--- src/rtbr_pkg.sv ---
// Shared constants, types and a helper function for the raster-to-block reorder.
package rtbr_pkg;

    localparam int WORD_W     = 32;
    localparam int BLK_IDX_W  = 19;
    localparam int FRAME_W    = 16;
    localparam int BA_W       = 10;
    localparam int LPF_W      = 12;
    localparam int BAND_W     = LPF_W - 2;
    localparam int CFG_IDX_W  = 1;
    localparam int CFG_DATA_W = 12;
    localparam int DESC_DEPTH = 2;
    localparam int OUT_DEPTH  = 4;

    localparam logic [BA_W-1:0]      BA_RESET            = 10'd480;
    localparam logic [LPF_W-1:0]     LPF_RESET           = 12'd1080;
    localparam logic [LPF_W-1:0]     MIN_LINES           = 12'd4;
    localparam logic [CFG_IDX_W-1:0] REG_BLOCKS_ACROSS   = 1'b0;
    localparam logic [CFG_IDX_W-1:0] REG_LINES_PER_FRAME = 1'b1;
    localparam logic [1:0]           LAST_ROW            = 2'd3;
    localparam logic [2:0]           LAST_WORD_OF_BLOCK  = 3'd7;

    // One complete band waiting in the line store.
    typedef struct packed {
        logic [BAND_W-1:0]  band;
        logic [FRAME_W-1:0] frame;
        logic               half;
    } band_desc_t;

    // Where the front end is writing right now.
    typedef struct packed {
        logic in_last_row;
        logic half;
    } front_stat_t;

    // The back end has read every block of a band.
    typedef struct packed {
        logic valid;
        logic half;
    } band_done_t;

    function automatic int eff_blocks(logic [BA_W-1:0] ba, int max_blocks);
        int b;
        b = int'(ba);
        if (b < 1) b = 1;
        if (b > max_blocks) b = max_blocks;
        return b;
    endfunction

endpackage

--- src/rtbr_queue.sv ---
// Short queue of band descriptors between the front and back ends.
module rtbr_queue (
    input  logic                clk,
    input  logic                rst_n,
    input  logic                wr,
    input  rtbr_pkg::band_desc_t wr_desc,
    output logic                full,
    input  logic                rd,
    output rtbr_pkg::band_desc_t rd_desc,
    output logic                empty
);
    import rtbr_pkg::*;

    localparam int PTR_W = (DESC_DEPTH > 1) ? $clog2(DESC_DEPTH) : 1;
    localparam int CNT_W = $clog2(DESC_DEPTH + 1);

    band_desc_t         slot_reg [DESC_DEPTH];
    logic [PTR_W-1:0]   head_reg, head_next;
    logic [PTR_W-1:0]   tail_reg, tail_next;
    logic [CNT_W-1:0]   count_reg, count_next;
    logic               do_wr, do_rd;

    assign full    = (32'(count_reg) == DESC_DEPTH);
    assign empty   = (count_reg == '0);
    assign do_wr   = wr && !full;
    assign do_rd   = rd && !empty;
    assign rd_desc = slot_reg[head_reg];

    always_comb
    begin
        head_next  = head_reg;
        tail_next  = tail_reg;
        count_next = count_reg;
        if (do_wr)
        begin
            tail_next = (32'(tail_reg) == DESC_DEPTH - 1) ? '0 : tail_reg + 1'b1;
        end
        if (do_rd)
        begin
            head_next = (32'(head_reg) == DESC_DEPTH - 1) ? '0 : head_reg + 1'b1;
        end
        if (do_wr && !do_rd)
        begin
            count_next = count_reg + 1'b1;
        end
        else if (do_rd && !do_wr)
        begin
            count_next = count_reg - 1'b1;
        end
    end

    always_ff @(posedge clk or negedge rst_n)
    begin
        if (!rst_n)
        begin
            head_reg  <= '0;
            tail_reg  <= '0;
            count_reg <= '0;
        end
        else
        begin
            head_reg  <= head_next;
            tail_reg  <= tail_next;
            count_reg <= count_next;
        end
    end

    always_ff @(posedge clk)
    begin
        if (do_wr)
        begin
            slot_reg[tail_reg] <= wr_desc;
        end
    end

endmodule

--- config.mk ---
export PLATFORM = sky130hd
export DESIGN_NAME = rtbr_queue
export DESIGN_NICKNAME = d
export VERILOG_FILES = /design/src/rtbr_pkg.sv /design/src/rtbr_queue.sv
export SDC_FILE = /design/constraint.sdc
export NUM_CORES = 1
export LEC_CHECK = 0
export BUFFER_PORTS_ARGS = -buffer_cell sky130_fd_sc_hd__buf_4
export CAP_MARGIN = 30
export CORE_MARGIN = 2
export CORE_UTILIZATION = 51
export DETAILED_ROUTE_END_ITERATION = 10
export PLACE_DENSITY_LB_ADDON = 0.08
export SLEW_MARGIN = 10
export SYNTH_ARGS = -nofsm -noshare
export SYNTH_HDL_FRONTEND = slang
export SYNTH_SLANG_ARGS = --single-unit
export TNS_END_PERCENT = 1
--- constraint.sdc ---
create_clock -name clk -period 2.75 [get_ports clk]
set_clock_uncertainty 0.2 [all_clocks]
set_input_delay 0.55 -clock clk [delete_from_list [all_inputs] [get_ports clk]]
set_output_delay 0.55 -clock clk [all_outputs]
set_load 0.05 [all_outputs]
== Yosys cells after proc, flatten, opt, wreduce, memory -nomap -nowiden ==
Memories as Yosys holds them, arrays and structs flattened.
Index checks and enable logic that the tools add are counted.

* Flip-flop bits (word level): 4
* Bits in latches: 0
* RAM bits: 54
* Bits in read-only memories: 0
* Bits of input ports: 31
* Output and inout port bits: 29
* Logic and storage cells: 25
* Memories: 1

{| class="wikitable"
|+ Memories
! name !! depth !! bits a word !! rd ports !! clocked after memory_dff !! write ports !! line !! RTL
|-
| slot_reg || 2 || 27 || 1 || 0 || 1 || rtbr_queue.sv:17 || <nowiki>band_desc_t slot_reg [DESC_DEPTH];</nowiki>
|}

* $add $sub $neg: 4
* Multiply operators: 0
* Divide/modulo/power cells: 0
* Order comparisons: 0
* Eq/ne operators: 1
* Shift-type cells: 0
* Mux-type cells: 6
* Bitwise operators: 0
* Reduce and logical (&&, ||, !) cells: 10

{| class="wikitable"
|+ Operators by type and width
! operator !! number
|-
| $logic_and A1 B1 Y1 || 4
|-
| $logic_not A1 Y1 || 4
|-
| $mux W1 || 4
|-
| $mux W2 || 2
|-
| $add A1 B1 Y1 const B || 2
|-
| $add A2 B1 Y2 const B || 1
|-
| $eq A2 B2 Y1 const B || 1
|-
| $logic_not A2 Y1 || 1
|-
| $reduce_bool A2 Y1 || 1
|-
| $sub A2 B1 Y2 const B || 1
|}

== Logic depth before layout (Yosys ltp) ==
* Depth after elaboration: 7
* Depth in mapped cells: 7
* Mapped depth without buffers: 7

== Worst setup path before layout ==
OpenSTA, ideal clock, no wires.

* Path kind: register to register
* From: reg count_reg[0]
* To: mem slot_reg[0][0] in the netlist's numbering (enable)
* Library setup time: 0.411 ns
* Data arrival time: 1.797 ns
* Data required time: 2.139 ns
* Path slack: 0.342 ns
* Cell stages (with the launch flop): 4
* Buffers on the path: 0
* Period minus slack after synthesis: 2.408 ns
* Path through: dfrtp_1 > nand2b_1 > nand2_1 > nor2_1

* Longest elaborated chain between the ends: 5

{| class="wikitable"
|+ Ends and longest elaborated chain
! item !! line !! RTL
|-
| from (decl) || rtbr_queue.sv:20 || <nowiki>logic [CNT_W-1:0] count_reg, count_next;</nowiki>
|-
| from (signal assigned) || rtbr_queue.sv:64 || <nowiki>count_reg <= count_next;</nowiki>
|-
| $eq A2 B2 Y1 || rtbr_queue.sv:23 || <nowiki>assign full = (32'(count_reg) == DESC_DEPTH);</nowiki>
|-
| $logic_not A1 Y1 || rtbr_queue.sv:25 || <nowiki>assign do_wr = wr && !full;</nowiki>
|-
| $logic_and A1 B1 Y1 || rtbr_queue.sv:25 ||
|-
| $mux W1 || rtbr_queue.sv:70 || <nowiki>if (do_wr)</nowiki>
|-
| $mux W1 (implied by the code) || rtbr_queue.sv:72 || <nowiki>slot_reg[tail_reg] <= wr_desc;</nowiki>
|-
| to (decl) || rtbr_queue.sv:17 ||
|}

Every way passes these cells.

==> summary.md <==
| Metric | Value |
|---|---|
| Chip Height | `70.3 um` |
| Max-cap violations | `0` |
| WS Path Type | `flop to output pin` |
| Setup violations, final | `0` |
| First-pass iteration count of the detailed router | `4` |
| GPL Wtd Cong | `0.668` |
| Status | `finished clean` |
| Syn_area_per_cell | `21.8 um2` |
| Max Clock Freq | `442 MHz` |
| Postcts setup bufs | `0` |
| GRT overflow | `0` |
| Final TNS setup | `0 ns` |
| Total GRT Usage | `15.7%` |
| CP Capture Point | `rd_desc[10]` |
| R2R cell count | `6` |
| Inserted Diodes | `0` |
| Resized Gates After CTS | `0` |
| Syn_nets | `135` |
| Count of pins over their slew limit | `0` |
| DRT Wirelength | `3.48 mm` |
| Io pins | `60` |
| Post-route minimum period | `2.26 ns` |
| DRC Markers | `0` |
| Port bufs | `59` |
| Clk_lat worst skew | `0.32 ns` |
| Ranking of synthesized cells by area | `edfxtp_1, mux2_4, dfrtp_1, mux2_2, buf_12` |
| Total number of vias | `1,139` |
| Hold Buf Count CTS | `1` |
| First-pass GRT wire length | `5.58 mm` |
| Worst-Margin Slew | `0.265 ns` |
| Synth Register Bits | `58` |
| Rel. slew slack | `82.3%` |
| Slack of the worst reg-to-reg path | `1.00 ns` |
| DPL Wire Length | `2.42 mm` |
| Die area | `4950 um2` |
| Min setup slack post-route | `0.486 ns` |
| Worst vdd ir | `742 uV` |
| Arr. time, crit path | `1.51 ns` |
| DRT iter0 DRCs | `79` |
| Layout fillers | `305` |
| Share of cells above drive strength 1 | `58.0%` |
| Layout Area Growth over Synthesis | `30.7%` |
| Chip Width | `70.3 um` |
| Htree depth | `3` |
| RSZ-0062 raised after global routing | `false` |
| Startpoint class of the critical path | `flop` |
| Design Area, Final | `2930 um2` |
| Clock transition at path regs | `0.06 ns` |
| Worst r2r src | `count_reg[0]$_DFFE_PN0P_` |
| Synth area leader | `edfxtp_1` |
| Worst-path maximum fanout | `17` |
| Final period util | `82.3%` |
| Vias per std cell | `4.89` |
| Crit. End Element | `output pin` |
| Hold_ws | `0.210 ns` |
| Crit. Startpoint | `head_reg$_DFFE_PN0P_` |
| Reg2reg end | `count_reg[1]$_DFFE_PN0P_` |
| Vias in the first global route | `1,233` |
| Final Hold Fails | `0` |
| Distinct cell type count after synthesis | `15` |
| DP Area | `2750 um2` |
| Initial Util | `52.3%` |
| CTS root buffer | `clkbuf_8` |
| CTS Buf Count | `9` |
| Clock Sinks | `58` |
| Row cnt | `24` |
| Yosys warns | `0` |
| Setup Slack @ Placement | `0.808 ns` |
| CTS Buffer Depth | `2` |
| Antenna Nets Post-Route | `0` |
| WP data required | `2.00 ns` |
| Final #Nets | `209` |
| Pwr dens | `1260 nW/um2` |
| Post-synthesis sequential area ratio | `76.7%` |
| Leakage Power | `0.00120 uW` |
| Hold Crit Class | `input port to flop` |
| Max reg flops | `54` |
| Core box area | `4290 um2` |
| CTS tree | `done` |
| Wire per inst | `14.9 um` |
| Synthesized area | `2240 um2` |
| Synth Instances | `103` |
| Area share of the largest cell type after synthesis | `72.2%` |
| Largest net degree at the start of global routing | `18` |
| Initial antenna violation count | `0` |
-- placed cells by master, fill, tap and decap left out, types with 3 or more instances in the layout --
cell	count
xnor2_1	3
dfrtp_1	3
edfxtp_1	54
clkbuf_8	9
buf_4	65
clkinv_1	3
mux2_2	8
mux2_4	19
-- worst min path at each step --
| stage | slack (ns) | depth (start not counted) | to | start |
|---|---|---|---|---|
| floorplan | 0.05 | 0 | count_reg[0]$_DFFE_PN0P_ | rst_n |
| global route | 0.19 | 1 | slot_reg[0][13]$_DFFE_PP_ | wr_desc[13] |
| global placement | 0.15 | 1 | count_reg[1]$_DFFE_PN0P_ | rst_n |
| detailed placement | 0.15 | 1 | count_reg[1]$_DFFE_PN0P_ | rst_n |
| finish | 0.21 | 1 | slot_reg[1][0]$_DFFE_PP_ | wr_desc[0] |
| CTS | 0.19 | 1 | slot_reg[1][0]$_DFFE_PP_ | wr_desc[0] |
-- worst max-delay path: stages (launching register included) --
cell and delay [ns]:
dfrtp_2 0.35, buf_4 0.27, mux2_2 0.38, buf_4 0.19
-- routing by layer --
layer  vias up  share of wire [%]  track usage, %
met1       549                 37            16.8
met2        40                 54            26.1
met4         0                2.4            9.62
met3         9                6.5            5.77
met5         -                  0               0
li1        541                  -               -
-- synthesized netlist by cell type --
library cell and instances:
edfxtp_1 54, xor2_1 2, and3_1 1, dfrtp_1 4, mux2_4 19, xnor2_1 3
ha_1 1, buf_12 2, inv_1 2, nor2_1 3, nand2_1 1, mux2_2 8
o21ai_1 1, buf_6 1, nand2b_1 1
-- power by group --
group          switching, uW  internal [uW]
combinational           1070            628
clock                    299            402
sequential              70.6           1210
total                   1440           2250
-- cell type report --
class	instances	area [um2]	area share, %
clock buffer	10	128	4.35
clock inverter	5	46.3	1.58
inverter	2	7.51	0.256
multi-input combinational	40	467	15.9
sequential	58	1720	58.7
tap	52	65.1	2.22
timing repair buffer	66	498	17.0
-- logic make-up after synthesis --
kind of cell    Yosys count  synth area share, %
flops                    58                 76.7
mux                      27                 16.7
simple gates              6                 1.23
xor+xnor                  5                 1.95
buf+inv                   5                 2.62
compound gates            1                0.223
fa+ha+maj                 1                0.557
-- stage by stage --
step	utilization, %	instances	total power [uW]
2_1_floorplan	-	103	2630
3_3_place_gp	64.0	217	2990
3_5_place_dp	64.0	217	3020
4_1_cts	68.3	233	3730
5_1_grt	68.3	233	3840
6_report	68.3	233	3690
(Power assumes the default switching activity.)
