`config.mk`:
```
export PLATFORM = sky130hd
export DESIGN_NAME = rtbr_front
export DESIGN_NICKNAME = d
export VERILOG_FILES = /design/src/rtbr_pkg.sv /design/src/rtbr_front.sv
export SDC_FILE = /design/constraint.sdc
export NUM_CORES = 1
export LEC_CHECK = 0
export BUFFER_PORTS_ARGS = -buffer_cell sky130_fd_sc_hd__buf_4
export CAP_MARGIN = 20
export CORE_ASPECT_RATIO = 0.7
export CORE_MARGIN = 4
export CORE_UTILIZATION = 46
export DETAILED_ROUTE_END_ITERATION = 10
export PLACE_DENSITY = 0.83
export SYNTH_ARGS = -nofsm -noshare
export SYNTH_HDL_FRONTEND = slang
export SYNTH_SLANG_ARGS = --single-unit
```
`constraint.sdc`:
```
create_clock -name clk -period 2.85 [get_ports clk]
set_input_delay 0.57 -clock clk [delete_from_list [all_inputs] [get_ports clk]]
set_output_delay 0.57 -clock clk [all_outputs]
set_load 0.1 [all_outputs]
```
`src/rtbr_pkg.sv`:
```
// Shared constants, types and a helper function for the raster-to-block reorder.
package rtbr_pkg;

    localparam int WORD_W     = 32;
    localparam int BLK_IDX_W  = 19;
    localparam int FRAME_W    = 16;
    localparam int BA_W       = 10;
    localparam int LPF_W      = 12;
    localparam int BAND_W     = LPF_W - 2;
    localparam int CFG_IDX_W  = 1;
    localparam int CFG_DATA_W = 12;
    localparam int DESC_DEPTH = 2;
    localparam int OUT_DEPTH  = 4;

    localparam logic [BA_W-1:0]      BA_RESET            = 10'd480;
    localparam logic [LPF_W-1:0]     LPF_RESET           = 12'd1080;
    localparam logic [LPF_W-1:0]     MIN_LINES           = 12'd4;
    localparam logic [CFG_IDX_W-1:0] REG_BLOCKS_ACROSS   = 1'b0;
    localparam logic [CFG_IDX_W-1:0] REG_LINES_PER_FRAME = 1'b1;
    localparam logic [1:0]           LAST_ROW            = 2'd3;
    localparam logic [2:0]           LAST_WORD_OF_BLOCK  = 3'd7;

    // One complete band waiting in the line store.
    typedef struct packed {
        logic [BAND_W-1:0]  band;
        logic [FRAME_W-1:0] frame;
        logic               half;
    } band_desc_t;

    // Where the front end is writing right now.
    typedef struct packed {
        logic in_last_row;
        logic half;
    } front_stat_t;

    // The back end has read every block of a band.
    typedef struct packed {
        logic valid;
        logic half;
    } band_done_t;

    function automatic int eff_blocks(logic [BA_W-1:0] ba, int max_blocks);
        int b;
        b = int'(ba);
        if (b < 1) b = 1;
        if (b > max_blocks) b = max_blocks;
        return b;
    endfunction

endpackage

```
`src/rtbr_front.sv`:
```
// Front end: raster position tracking, line store writes and band hand-off.
module rtbr_front #(
    parameter int MAX_BLOCKS_ACROSS = 512
) (
    input  logic                                  clk,
    input  logic                                  rst_n,
    input  logic                                  push,
    input  logic [rtbr_pkg::WORD_W-1:0]           pixel_word,
    output logic                                  full,
    input  logic [rtbr_pkg::BA_W-1:0]             blocks_across,
    input  logic [rtbr_pkg::LPF_W-1:0]            lines_per_frame,
    input  logic                                  desc_full,
    output logic                                  desc_push,
    output rtbr_pkg::band_desc_t                  desc,
    output logic                                  wr_en,
    output logic [$clog2(2*MAX_BLOCKS_ACROSS)+2:0] wr_addr,
    output logic [rtbr_pkg::WORD_W-1:0]           wr_data,
    output rtbr_pkg::front_stat_t                 stat,
    output logic [$clog2(MAX_BLOCKS_ACROSS+1)-1:0] emit_cnt0,
    output logic [$clog2(MAX_BLOCKS_ACROSS+1)-1:0] emit_cnt1,
    input  rtbr_pkg::band_done_t                  done
);
    import rtbr_pkg::*;

    localparam int COL_W = $clog2(2 * MAX_BLOCKS_ACROSS);
    localparam int CNT_W = $clog2(MAX_BLOCKS_ACROSS + 1);

    logic [COL_W-1:0]   col_reg, col_next;
    logic [LPF_W-1:0]   line_reg, line_next;
    logic [FRAME_W-1:0] frame_reg, frame_next;
    logic               half_reg, half_next;
    logic [1:0]         pend_reg, pend_next;
    logic [CNT_W-1:0]   cnt_reg [2];
    logic [CNT_W-1:0]   cnt_next [2];

    logic [CNT_W-1:0]   eff_bw;
    logic [CNT_W:0]     words;
    logic [LPF_W-1:0]   eff_lines;
    logic [1:0]         row;
    logic [BAND_W-1:0]  band;
    logic               full_band;
    logic               emit_now;
    logic               first_emit;
    logic               guard;
    logic               accept;
    logic               line_end;
    logic               frame_end;

    assign eff_bw    = CNT_W'(eff_blocks(blocks_across, MAX_BLOCKS_ACROSS));
    assign words     = {eff_bw, 1'b0};
    assign eff_lines = (lines_per_frame < MIN_LINES) ? MIN_LINES : lines_per_frame;
    assign row       = line_reg[1:0];
    assign band      = line_reg[LPF_W-1:2];
    assign full_band = band < eff_lines[LPF_W-1:2];
    assign emit_now  = col_reg[0] && (row == LAST_ROW) && full_band;
    assign first_emit = emit_now && !pend_reg[half_reg];

    // The first three rows of a band overwrite the half that the back end
    // may still be reading, so wait until that band has drained.
    assign guard     = (row != LAST_ROW) && pend_reg[half_reg];
    assign full      = guard || (first_emit && desc_full);
    assign accept    = push && !full;

    assign line_end  = (32'(col_reg) + 32'd1) >= 32'(words);
    assign frame_end = (32'(line_reg) + 32'd1) >= 32'(eff_lines);

    assign wr_en     = accept;
    assign wr_addr   = {half_reg, row, col_reg};
    assign wr_data   = pixel_word;

    assign desc_push  = accept && first_emit;
    assign desc.band  = band;
    assign desc.frame = frame_reg;
    assign desc.half  = half_reg;

    assign stat.in_last_row = (row == LAST_ROW) && full_band;
    assign stat.half        = half_reg;
    assign emit_cnt0        = cnt_reg[0];
    assign emit_cnt1        = cnt_reg[1];

    always_comb
    begin
        col_next    = col_reg;
        line_next   = line_reg;
        frame_next  = frame_reg;
        half_next   = half_reg;
        pend_next   = pend_reg;
        cnt_next[0] = cnt_reg[0];
        cnt_next[1] = cnt_reg[1];

        if (done.valid)
        begin
            pend_next[done.half] = 1'b0;
        end

        if (accept)
        begin
            if (emit_now)
            begin
                if (first_emit)
                begin
                    pend_next[half_reg] = 1'b1;
                    cnt_next[half_reg]  = CNT_W'(1);
                end
                else
                begin
                    cnt_next[half_reg] = cnt_reg[half_reg] + 1'b1;
                end
            end

            if (line_end)
            begin
                col_next = '0;
                if (frame_end)
                begin
                    line_next  = '0;
                    frame_next = frame_reg + 1'b1;
                end
                else
                begin
                    line_next = line_reg + 1'b1;
                end
                // Every new band goes to the other half of the line store.
                if (row == LAST_ROW || frame_end)
                begin
                    half_next = !half_reg;
                end
            end
            else
            begin
                col_next = col_reg + 1'b1;
            end
        end
    end

    always_ff @(posedge clk or negedge rst_n)
    begin
        if (!rst_n)
        begin
            col_reg    <= '0;
            line_reg   <= '0;
            frame_reg  <= '0;
            half_reg   <= 1'b0;
            pend_reg   <= '0;
            cnt_reg[0] <= '0;
            cnt_reg[1] <= '0;
        end
        else
        begin
            col_reg    <= col_next;
            line_reg   <= line_next;
            frame_reg  <= frame_next;
            half_reg   <= half_next;
            pend_reg   <= pend_next;
            cnt_reg[0] <= cnt_next[0];
            cnt_reg[1] <= cnt_next[1];
        end
    end

endmodule

```
# Word-level counts from Yosys, hierarchy flattened
# Index checks and enable logic that the tools add are counted.
[totals]
ff_bits = 61
input_bits = 60
output_inout_bits = 97
elab_cells = 76
[op_classes]
n_addsub = 6
magnitude_cmp = 12
eq_ne = 2
mux = 22
bitwise = 7
reduce_logical = 20
[ops]
columns = ["cell", "count"]
rows = [
  ["$mux 10", 7],
  ["$gt 32x11->1 const B", 1],
  ["$mux 12", 2],
  ["$add 10x1->10 const B", 2],
  ["$bwmux 20", 1],
  ["$mux 20", 1],
  ["$and 18x18->18", 1],
  ["$not 18->18", 1],
  ["$add 16x1->16 const B", 1],
  ["$add 12x1->13 const B", 1],
  ["$ge 13x12->1", 1],
  ["$add 12x1->12 const B", 1],
  ["$lt 12x3->1 const B", 1],
  ["$add 10x1->11 const B", 1],
  ["$ge 11x11->1", 1],
  ["$logic_and 1x1->1", 11],
  ["$demux 10 s1", 1],
  ["$lt 10x1->1 const B", 1],
  ["$lt 10x10->1", 1],
  ["$mux 2", 4],
  ["$reduce_and 3->1", 2],
  ["$lt 1x2->1 const B", 2],
  ["$mux 1", 4],
  ["$or 2x2->2", 2],
  ["12 further kinds", 18],
]

# Longest topological paths before layout
# Gate-level depths: netlist of the first run.
[logic_depth]
depth_word = 11
depth_mapped = 15
depth_no_buf = 14

# Worst setup path after synthesis of the first run
# Ideal clock, no wire load.
[synth_timing]
kind = "reg2out"
startpoint = "register line_reg[9]"
endpoint = "output port full"
arrival_time_ns = 3.923
required_ns = 2.280
setup_slack_ns = -1.643
path_stages_with_launch = 8
path_buffers = 0
path_cell_list = "dfrtp_1 -> ha_1 -> a211oi_1 -> o21ai_0 -> a21oi_1 -> and2_1 -> nand2_1 -> o21ai_0"
[synth_via]
elab_chain_cells = 5
[synth_lines]
columns = ["element", "line", "rtl"]
rows = [
  ["from (decl)", "rtbr_front.sv:29", "logic [LPF_W-1:0] line_reg, line_next;"],
  ["from (signal assigned)", "rtbr_front.sv:151", "line_reg <= line_next;"],
  ["$lt 10x10->1", "rtbr_front.sv:54", "assign full_band = band < eff_lines[LPF_W-1:2];"],
  ["$logic_and 1x1->1", "rtbr_front.sv:55", "assign emit_now = col_reg[0] && (row == LAST_ROW) && full_band;"],
  ["$logic_and 1x1->1", "rtbr_front.sv:56", "assign first_emit = emit_now && !pend_reg[half_reg];"],
  ["$logic_and 1x1->1", "rtbr_front.sv:61", "assign full = guard || (first_emit && desc_full);"],
  ["$logic_or 1x1->1", "rtbr_front.sv:61", ""],
  ["to (decl)", "rtbr_front.sv:9", "output logic full,"],
]
# Every way passes these cells.

# Worst setup path after layout of the first run
[layout_timing]
startpoint = "register line_reg[0]"
endpoint = "register frame_reg[11]"
[layout_via]
elab_chain_cells = 9
elab_cells_between_ends = 13
classes_between = "add/sub (1); order compare (1); eq/ne (2); reduce/logical (9)"
[layout_lines]
columns = ["element", "line", "rtl"]
rows = [
  ["branches (longest 8 deep; another with $add 12x1->13)", "-", ""],
  ["$reduce_and 3->1 (no line) *", "-", ""],
  ["to (signal assigned)", "rtbr_front.sv:152", "frame_reg <= frame_next;"],
  ["to (decl)", "rtbr_front.sv:30", "logic [FRAME_W-1:0] frame_reg, frame_next;"],
]
# Every way passes the cells marked *.
# A chain may end at the register's enable or synchronous reset.

==> results of run 1 <==
[power groups by stage]
stage / clock [mW] / sequential (mW) / combinational, mW
after CTS: 0.972 / 1.08 / 1.75
after global routing: 1.01 / 1.10 / 2.00
final: 0.964 / 1.09 / 1.88
after detailed placement: 0 / 1.09 / 1.69
after floorplan: 0 / 1.60 / 0.941
after global placement: 0 / 1.09 / 1.64
[metrics by stage]
step | cell area [um2] | utilization, % | power (mW) | hold slack (ns)
2_1_floorplan | 4740 | - | 2.54 | 0.274
5_1_grt | 6360 | 65.9 | 4.10 | 0.398
3_3_place_gp | 5530 | 57.3 | 2.73 | 0.460
3_5_place_dp | 5530 | 57.3 | 2.78 | 0.461
6_report | 6360 | 65.9 | 3.93 | 0.323
4_1_cts | 5990 | 62.1 | 3.80 | 0.356
[cell type report]
| class | instances | share of cell area, % |
|---|---|---|
| well taps | 128 | 2.52 |
| flip-flops and latches | 61 | 24.9 |
| inverters | 26 | 1.53 |
| multi-input cells | 375 | 47.5 |
| clock buffers | 13 | 3.94 |
| clock inverters | 2 | 0.157 |
| repair buffers | 155 | 19.4 |
[final timing paths]
kind / startpoint / endpoint / slack, ns / cells after the start
min reg2reg: frame_reg[15] / frame_reg[15] / 0.47 / 1
min in group clk: frame_reg[15] / frame_reg[15] / 0.47 / 1
max: line_reg[0] / frame_reg[11] / -0.13 / 14
min: rst_n / emit_cnt1[2] / 0.32 / 1
max reg2reg: line_reg[0] / frame_reg[11] / -0.13 / 14
max in group asynchronous: rst_n / line_reg[2] / 1.93 / 1
[cells in the mapped netlist (2+ instances only)]
master,number
nand2b_1,16
nand2_1,72
nand3_1,20
o31ai_1,11
inv_1,25
o21ai_1,10
dfrtp_1,61
mux2i_1,5
o21ai_0,34
or2_1,3
nor4_2,4
nand4_1,13
buf_2,10
o31ai_2,2
nor3_1,10
xnor2_1,23
and2_1,5
o41ai_2,2
nor2b_1,10
nor2_1,18
mux2_1,2
buf_4,36
ha_1,35
a31oi_1,3
a32oi_1,6
nand2b_4,2
nand4_2,2
xor2_1,13
nand3_4,2
a21oi_1,15
a21o_1,3
buf_6,2
clkbuf_1,2
and3_1,11
[cell families (layout without fill, tap and decap cells)]
| logic type | after synthesis | after routing | synth area share (%) |
|---|---|---|---|
| AOI/OAI and AO/OA | 98 | 98 | 14.4 |
| xor gates and xnor gates | 36 | 36 | 6.95 |
| adders and majority gates | 35 | 35 | 9.65 |
| buffers and inverters | 76 | 196 | 9.87 |
| DFF | 61 | 61 | 33.6 |
| muxes | 7 | 7 | 1.60 |
| and+or+nand+nor | 199 | 199 | 23.9 |
[placed cells by master (no fill, tap or decap), types with 4 or more instances in the layout]
cell type | Yosys | routed
buf_4 | 36 | 142
nand2_1 | 72 | 69
dfrtp_1 | 61 | 42
ha_1 | 35 | 25
inv_1 | 25 | 24
o21ai_1 | 10 | 20
o21ai_0 | 34 | 20
xnor2_1 | 23 | 17
nand3_1 | 20 | 15
nand2b_1 | 16 | 15
nand4_1 | 13 | 13
dfrtp_4 | 0 | 13
xor2_1 | 13 | 12
a21oi_1 | 15 | 12
nor2_1 | 18 | 11
nor2b_1 | 10 | 10
ha_4 | 0 | 10
clkbuf_16 | 0 | 9
and3_1 | 11 | 8
o31ai_1 | 11 | 8
buf_6 | 2 | 8
xnor2_2 | 0 | 6
nor3_1 | 10 | 6
a32oi_1 | 6 | 6
dfrtp_2 | 0 | 6
nand3_2 | 1 | 5
mux2i_1 | 5 | 5
nor2_4 | 0 | 4
nor2_2 | 1 | 4
o21ai_2 | 0 | 4
[routing by layer]
metal | vias up | share of wire [%]
met5 | - | 0
met4 | 0 | 2.6
met3 | 41 | 6.6
met2 | 187 | 49
met1 | 2104 | 42
li1 | 1994 | -
[worst register-to-register path: stages, from the launching register on]
cell and delay [ns]:
dfrtp_4 0.42, ha_4 0.16, nand4_1 0.18, nor2_2 0.22, nand2_2 0.09, xnor2_2 0.14
ha_1 0.32, a21o_1 0.19, a221oi_2 0.31, o211ai_1 0.17, buf_4 0.19, buf_6 0.13
nand3_4 0.14, nor3_4 0.06, xor2_1 0.15
[timing repair]
item	4_1_cts	5_1_grt
cloned	0	1
endpoints found under the hold margin	0	0
endpoints found under the setup margin	29	43
gates resized for setup	29	58
pin swaps	16	35
buffers inserted	8	12
==> flow_metrics.tcl, run 1 <==
set metrics [dict create \
    power_frac_clock_pct 24.5 \
    grt_use_met3_pct 5.23 \
    critPathLaunchType "register" \
    synth_area_per_cell_um2 8.86 \
    cts_tree "yes" \
    min_period_ns 2.98 \
    final_hold_viol_count 0 \
    grt_use_total_pct 21.2 \
    power_frac_comb_pct 47.8 \
    p_seq_share_pct 27.6 \
    cts_buffers 9 \
    largest_reg_flops 16 \
    swShare_pct 44.9 \
    multi_input_area_mm2 0.00302 \
    synth_top_area_cell "dfrtp_1" \
    detail-route-antenna-nets 0 \
    grt_pass1_vias 4215 \
    cts.sinks 61 \
    drc 0 \
    use_met2_pct 34.6 \
    cts_buffer_depth 2 \
    die_w_um 127 \
    synth_edf_count 0 \
    antenna_found_initial 0 \
    fin_crit_sh_pct 105 \
    crit_buf_inv 2 \
    clk_latency_ns 0.32 \
    clock_skew_ns 0.00712 \
    first_pass_iters 4 \
    failed_checks "negative setup slack" \
    p_int_mw 2.17 \
    preCtsSetupSlack_ns -0.292 \
    cp_slowest_stage_delay_ns 0.42 \
    n_antenna_cell 0 \
    cpLargestDelayFamily "simple AND/OR/NAND/NOR gates" \
    syn_area_mm2 0.00454 \
    routed_wl_um 13500 \
    hold_class "in2async" \
    grt_pass1_wl_um 20400 \
    setup_violations 27 \
    dp_cells 724 \
    tightest_slew_ns 0.782 \
    cp_cell_sequence "ha_4 -> nand4_1 -> nor2_2 -> nand2_2 -> xnor2_2 -> ha_1 -> a21o_1 -> a221oi_2 -> o211ai_1 -> buf_4 -> buf_6 -> nand3_4 -> nor3_4 -> xor2_1" \
    via_count 4326 \
    slowest_stage "dfrtp_4" \
    area_delta_synth_final_pct 40.2 \
    crit_path_max_fanout 5 \
    fmax_ghz 0.336 \
    portBuffers 92 \
    yosysSeqAreaShare_pct 33.6 \
    worstPathRequired_ns 3.05 \
    busiest_layer "met2" \
    worstPathArrival_ns 3.18 \
    start_util_pct 47.0 \
    yosysTopAreaCellShare_pct 33.6 \
    drt_iter0_drc 320 \
    drive_above_1_share_pct 41.9 \
    slew_headroom_pct 47.8 \
    max-vdd-ir-drop_mv 0.905 \
    cap_viol_max_count 0 \
    ys_types 58 \
    cts_hold_buf 0 \
    synth-seq-cells 61 \
    fin_ws_ns -0.130 \
    synthFlopType "dfrtp_1" \
    critPathCaptureType "register" \
    layout.nets 723 \
    ios 157 \
    layout.area.seq_mm2 0.00158 \
    die_area_mm2 0.0115 \
    status "finished, violations left" \
    switchingPower_mw 1.76 \
    clockRootBuffer "clkbuf_16" \
    grt_overflow 0 \
    grt_max_degree 62 \
    power_density_mw_per_mm2 618 \
    avgViaCountPerCell 5.69 \
    die_y_um 91.1 \
    rows 30 \
    synth_nets 607 \
    synth_cells 512 \
    use_met1_pct 27.8 \
    final_cells 760 \
    wl_per_cell_um 17.8 \
    tns_ns -1.65 \
    place_hpwl_um 9130 \
    cts_htree_levels 3 \
    clk_pin_slew_ns 0.05 \
    yosysWarningCount 0 \
    p_leak_nw 3.00 \
    gp_congestion 0.877 \
    rsz0062_at_grt "true" \
    maxSlewViolCount 0 \
    yosys-top-cells-area "dfrtp_1 (34%), ha_1 (9.7%), buf_4 (6.0%), nand2_1 (6.0%), xnor2_1 (4.4%)" \
    ys_async_sr_fraction_pct 100 \
    core_area_mm2 0.00965 \
    crit_type "reg2reg" \
    fillers 684 \
]
Power figures use the tool's default switching activity.
==> run 2: changes to the inputs <==
- ABC_AREA: not set -> 1
- CORE_UTILIZATION: 46 -> 47
- PLACE_DENSITY: 0.83 -> 0.84
==> flow_metrics.tcl, run 2 <==
set metrics [dict create \
    antenna_found_initial 0 \
    die_w_um 130 \
    synth_top_area_cell "dfrtp_1" \
    grt_pass1_wl_um 22900 \
    place_hpwl_um 10000 \
    layout_common_cells "nand2_1 (175), buf_4 (142), inv_1 (69), nand2_2 (48), dfrtp_1 (42)" \
    wl_per_cell_um 17.4 \
    power_frac_clock_pct 22.0 \
    yosysMostFrequentCell "nand2_1" \
    yosys-top-cells-area "dfrtp_1 (31%), nand2_1 (18%), ha_1 (9.0%), inv_1 (6.2%), buf_4 (5.8%)" \
    rows 30 \
    yosysSeqAreaShare_pct 31.3 \
    worstPathRequired_ns 3.10 \
    max-vdd-ir-drop_mv 0.694 \
    min_period_ns 3.03 \
    crit_type "in2reg" \
    clk_pin_slew_ns 0.06 \
    largest_reg_flops 16 \
    synth_xor_xnor_area_share_pct 5.92 \
    cts_buffers 9 \
    routed_wl_um 16200 \
    p_int_mw 2.58 \
    slew_headroom_pct 46.0 \
    core_area_mm2 0.00991 \
    synth-adder-area-share_pct 8.97 \
    die_area_mm2 0.0121 \
    final_hold_viol_count 0 \
    hold_class "in2async" \
    status "finished, violations left" \
    cts_buffer_depth 2 \
    grt_max_degree 62 \
    grt_pass1_vias 4836 \
    cp_cell_sequence "buf_8 -> nor4_4 -> nand2_2 -> nor4_4 -> nor2_2 -> clkinv_4 -> nand2_4 -> ha_4 -> nand4_1 -> or3_1 -> nand4_1 -> buf_4 -> nand4_4 -> buf_6 -> nor2_4 -> nand2_1 -> nand2_1" \
    synth_commonest_cells "nand2_1 (230), inv_1 (81), dfrtp_1 (61)" \
    ys_types 46 \
    synth-simple-area-share_pct 34.0 \
    synth_nets 763 \
    maxSlewViolCount 0 \
    cap_viol_max_count 0 \
    worstPathArrival_ns 3.28 \
    fin_ws_ns -0.179 \
    p_seq_share_pct 23.0 \
    worst-r2r-setup-slack_ns -0.16 \
    start_util_pct 49.2 \
    first_pass_iters 5 \
    cp_slowest_stage_delay_ns 0.37 \
    failed_checks "negative setup slack" \
    synth-seq-cells 61 \
    ys_async_sr_fraction_pct 100 \
    power_density_mw_per_mm2 694 \
    critPathLaunchType "primary input" \
    clk_latency_ns 0.32 \
    synth_edf_count 0 \
    area_delta_synth_final_pct 46.3 \
    tightest_slew_ns 0.810 \
    slowest_stage "or3_1" \
    grt_overflow 0 \
    fillers 697 \
    clockRootBuffer "clkbuf_16" \
    power_frac_comb_pct 55.0 \
    drc 0 \
    fin_crit_sh_pct 106 \
    via_count 5101 \
    drive_above_1_share_pct 43.9 \
    layout.nets 894 \
    crit_path_max_fanout 8 \
    synthFlopType "dfrtp_1" \
    critPathCaptureType "register" \
    preCtsSetupSlack_ns -0.547 \
    grt_use_total_pct 23.5 \
    n_antenna_cell 0 \
    synth_top_family_by_area "simple AND/OR/NAND/NOR gates" \
    yosysTopAreaCellShare_pct 31.3 \
    avgViaCountPerCell 5.47 \
    setup_violations 38 \
    drt_iter0_drc 472 \
    tns_ns -4.70 \
    synth_cells 668 \
    clock_skew_ns 0.00887 \
    yosysWarningCount 0 \
    portBuffers 92 \
    mostFrequentLayoutCell "nand2_1" \
    cts_tree "yes" \
    die_y_um 93.3 \
    syn_area_mm2 0.00488 \
    detail-route-antenna-nets 0 \
    gp_congestion 0.860 \
    rsz0062_at_grt "true" \
    muxShareOfSynthArea_pct 0.205 \
    swShare_pct 48.0 \
    p_leak_nw 3.75 \
    synth_compound_area_share_pct 5.44 \
    ios 157 \
    cts.sinks 61 \
    synth_area_per_cell_um2 7.30 \
    fmax_ghz 0.330 \
    switchingPower_mw 2.37 \
    cts_htree_levels 3 \
]
[run 2: power groups by stage]
| stage | sequential (mW) | combinational, mW | clock [mW] |
|---|---|---|---|
| after floorplan | 1.79 | 1.19 | 0 |
| after global placement | 1.13 | 2.16 | 0 |
| after detailed placement | 1.14 | 2.22 | 0 |
| after CTS | 1.12 | 2.41 | 1.09 |
| after global routing | 1.15 | 2.87 | 1.13 |
| final | 1.14 | 2.72 | 1.09 |
[run 2: layout make-up]
cell class	instances	area (um2)	area share [%]
flip-flops and latches	61	1590	22.2
clock buffers	12	246	3.45
clock inverters	4	47.5	0.666
well taps	128	160	2.24
multi-input cells	475	3360	47.0
repair buffers	163	1380	19.3
inverters	89	363	5.08
[run 2: worst paths after layout]
path,from,endpoint,depth (start not counted)
max,blocks_across[2],line_reg[5],17
min,rst_n,col_reg[1],1
max reg2reg,col_reg[0],line_reg[5],18
min reg2reg,emit_cnt1[9],emit_cnt1[9],2
max in group asynchronous,rst_n,line_reg[5],1
min in group clk,emit_cnt1[9],emit_cnt1[9],2
[run 2: worst max-delay path, delay by kind of cell]
kind	cells	cell delay [ns]
AND/OR/NAND/NOR	12	1.85
buffers and inverters	4	0.55
adder cells (fa/ha/maj)	1	0.28
[run 2: per-stage QoR]
stage / hold slack, ns / area, um2 / power [mW] / cells / util [%]
floorplan: 0.274 / 5120 / 2.98 / 668 / -
global placement: 0.476 / 5910 / 3.29 / 881 / 59.7
detailed placement: 0.481 / 5910 / 3.36 / 881 / 59.7
CTS: 0.357 / 6500 / 4.62 / 915 / 65.6
global route: 0.389 / 7140 / 5.15 / 932 / 72.0
finish: 0.312 / 7140 / 4.95 / 932 / 72.0
[run 2: cells by family (layout without fill, tap and decap cells)]
group                    after synthesis  in the layout
AND/OR/NAND/NOR                      360            362
buffers and inverters                134            268
adder cells (fa/ha/maj)               35             35
multiplexers                           1              1
AO/OA/AOI/OAI                         44             44
XOR/XNOR                              33             33
flip-flops                            61             61
[run 2: what timing repair did]
action                                  in CTS  in global routing
resized for setup                           38                119
hold buffers                                 0                  0
pin swaps                                   24                 37
hold endpoints to repair                     0                  0
endpoints found under the setup margin      39                 42
cloned                                       3                  1
setup buffers                               15                 16
[run 2: routing by layer]
layer / GRT usage (%) / share of wire, % / vias up
li1: - / - / 2339
met1: 30.5 / 40 / 2463
met2: 38.9 / 50 / 255
met3: 5.65 / 7.4 / 44
met4: 7.27 / 2.3 / 0
met5: 0 / 0 / -
==> run 3: changes to the inputs <==
- CORE_UTILIZATION: 47 -> 48
- CTS_BUF_LIST: not set -> sky130_fd_sc_hd__clkbuf_4 sky130_fd_sc_hd__clkbuf_8
- PLACE_DENSITY: 0.84 -> 0.85
- REMOVE_ABC_BUFFERS: not set -> 1
==> flow_metrics.tcl, run 3 (synthesis results as in run 2) <==
set metrics [dict create \
    dp_cells 903 \
    maxSlewViolCount 0 \
    gp_congestion 0.900 \
    p_leak_nw 3.74 \
    power_density_mw_per_mm2 707 \
    grt_max_degree 62 \
    clk_pin_slew_ns 0.07 \
    status "finished, violations left" \
    die_area_mm2 0.0119 \
    routed_wl_um 14500 \
    layout_common_cells "nand2_1 (206), buf_4 (160), inv_1 (73), dfrtp_1 (58), nand3_1 (41)" \
    crit_path_max_fanout 8 \
    fin_ws_ns -0.250 \
    slew_headroom_pct 46.4 \
    grt_use_total_pct 23.9 \
    area_delta_synth_final_pct 35.0 \
    cts_hold_buf 0 \
    die_y_um 92.4 \
    fin_area_mm2 0.00659 \
    cts_tree "yes" \
    core_area_mm2 0.00980 \
    tightest_slew_ns 0.805 \
    final_cells 938 \
    start_util_pct 49.8 \
    fmax_ghz 0.323 \
    cts_buffers 9 \
    cts_buffer_depth 2 \
    n_antenna_cell 0 \
    hold_class "in2async" \
    final_hold_viol_count 0 \
    crit_type "reg2reg" \
    cts_htree_levels 3 \
    wl_per_cell_um 15.4 \
    rows 30 \
    mostFrequentLayoutCell "nand2_1" \
    detail-route-antenna-nets 0 \
    critPathCaptureType "register" \
    ios 157 \
    fin_crit_sh_pct 109 \
    drive_above_1_share_pct 35.1 \
    cts.sinks 61 \
    grt_overflow 0 \
    layout.nets 900 \
    failed_checks "negative setup slack" \
    grt_pass1_wl_um 22400 \
    antenna_found_initial 0 \
    portBuffers 92 \
    cap_viol_max_count 0 \
    die_w_um 129 \
    drc 0 \
    drt_iter0_drc 327 \
    setup_violations 39 \
    dpl_cell_area_mm2 0.00586 \
    largest_reg_flops 16 \
    place_hpwl_um 10200 \
    grt_pass1_vias 4467 \
    worstPathArrival_ns 3.34 \
    worstPathRequired_ns 3.09 \
    clk_latency_ns 0.35 \
    avgViaCountPerCell 5.07 \
    max-vdd-ir-drop_mv 0.612 \
    rsz0062_at_grt "true" \
    critPathLaunchType "register" \
    clockRootBuffer "clkbuf_8" \
    fillers 834 \
    via_count 4760 \
    first_pass_iters 5 \
    clock_skew_ns 0.00943 \
    min_period_ns 3.10 \
]
## run 3: critical path: stages (launching register included)
cell and delay, ns:
dfrtp_1 0.40, inv_2 0.08, nor3_4 0.20, nand3_2 0.14, nor3_4 0.24, nand3_2 0.12, xor2_2 0.22, ha_4 0.30
nand3_2 0.06, or3_1 0.35, nand4_1 0.17, buf_4 0.15, inv_2 0.05, nor2_4 0.21, nand2_4 0.15, nand2_1 0.09
nand2_1 0.05
## run 3: layer usage
| layer | up-vias | global-route usage (%) | wire (um) |
|---|---|---|---|
| met5 | - | 3.62 | 0 |
| met4 | 0 | 5.42 | 156 |
| met3 | 18 | 8.70 | 1350 |
| met2 | 185 | 34.7 | 6270 |
| met1 | 2198 | 33.6 | 6700 |
| li1 | 2359 | - | - |
## run 3: layout make-up
| class | instances | area, um2 | share of cell area (%) |
|---|---|---|---|
| clock buffers | 13 | 173 | 2.62 |
| clock inverters | 3 | 90.1 | 1.37 |
| inverters | 89 | 344 | 5.22 |
| multi-input cells | 474 | 2950 | 44.9 |
| flip-flops and latches | 61 | 1530 | 23.2 |
| well taps | 128 | 160 | 2.43 |
| repair buffers | 170 | 1340 | 20.3 |
## run 3: worst paths after layout
check | start | to | slack [ns] | cells after the start
worst max-delay path | col_reg[1] | frame_reg[11] | -0.25 | 16
worst min-delay path | rst_n | line_reg[8] | 0.29 | 1
worst max register to register | col_reg[1] | frame_reg[11] | -0.25 | 16
worst min register to register | pend_reg[1] | pend_reg[1] | 0.50 | 2
max in group asynchronous | rst_n | line_reg[4] | 1.95 | 1
min in group clk | done[0] | pend_reg[0] | 0.47 | 3
## run 3: timing repair
action / in CTS / in global routing
resized for setup: 31 / 55
hold endpoints to repair: 0 / 0
cloned: 2 / 0
setup endpoints to repair: 41 / 43
pin swaps: 18 / 28
setup buffers: 16 / 6
## run 3: per-stage QoR
stage	total power, mW	worst slack (ns)	TNS, ns	util (%)	hold slack (ns)
floorplan	2.61	-2.40	-81.56	-	0.274
finish	4.66	-0.250	-6.58	67.2	0.289
detailed placement	3.32	-0.531	-16.88	59.8	0.490
CTS	4.47	-0.148	-4.16	65.1	0.330
global placement	3.28	-0.383	-11.77	59.8	0.479
global route	4.90	-0.382	-11.70	67.2	0.348
## run 3: report_power, final
group / switching, mW / internal, mW / total, mW
Clock: 0.343 / 0.663 / 1.01
Combinational: 1.72 / 0.844 / 2.57
Sequential: 0.121 / 0.966 / 1.09
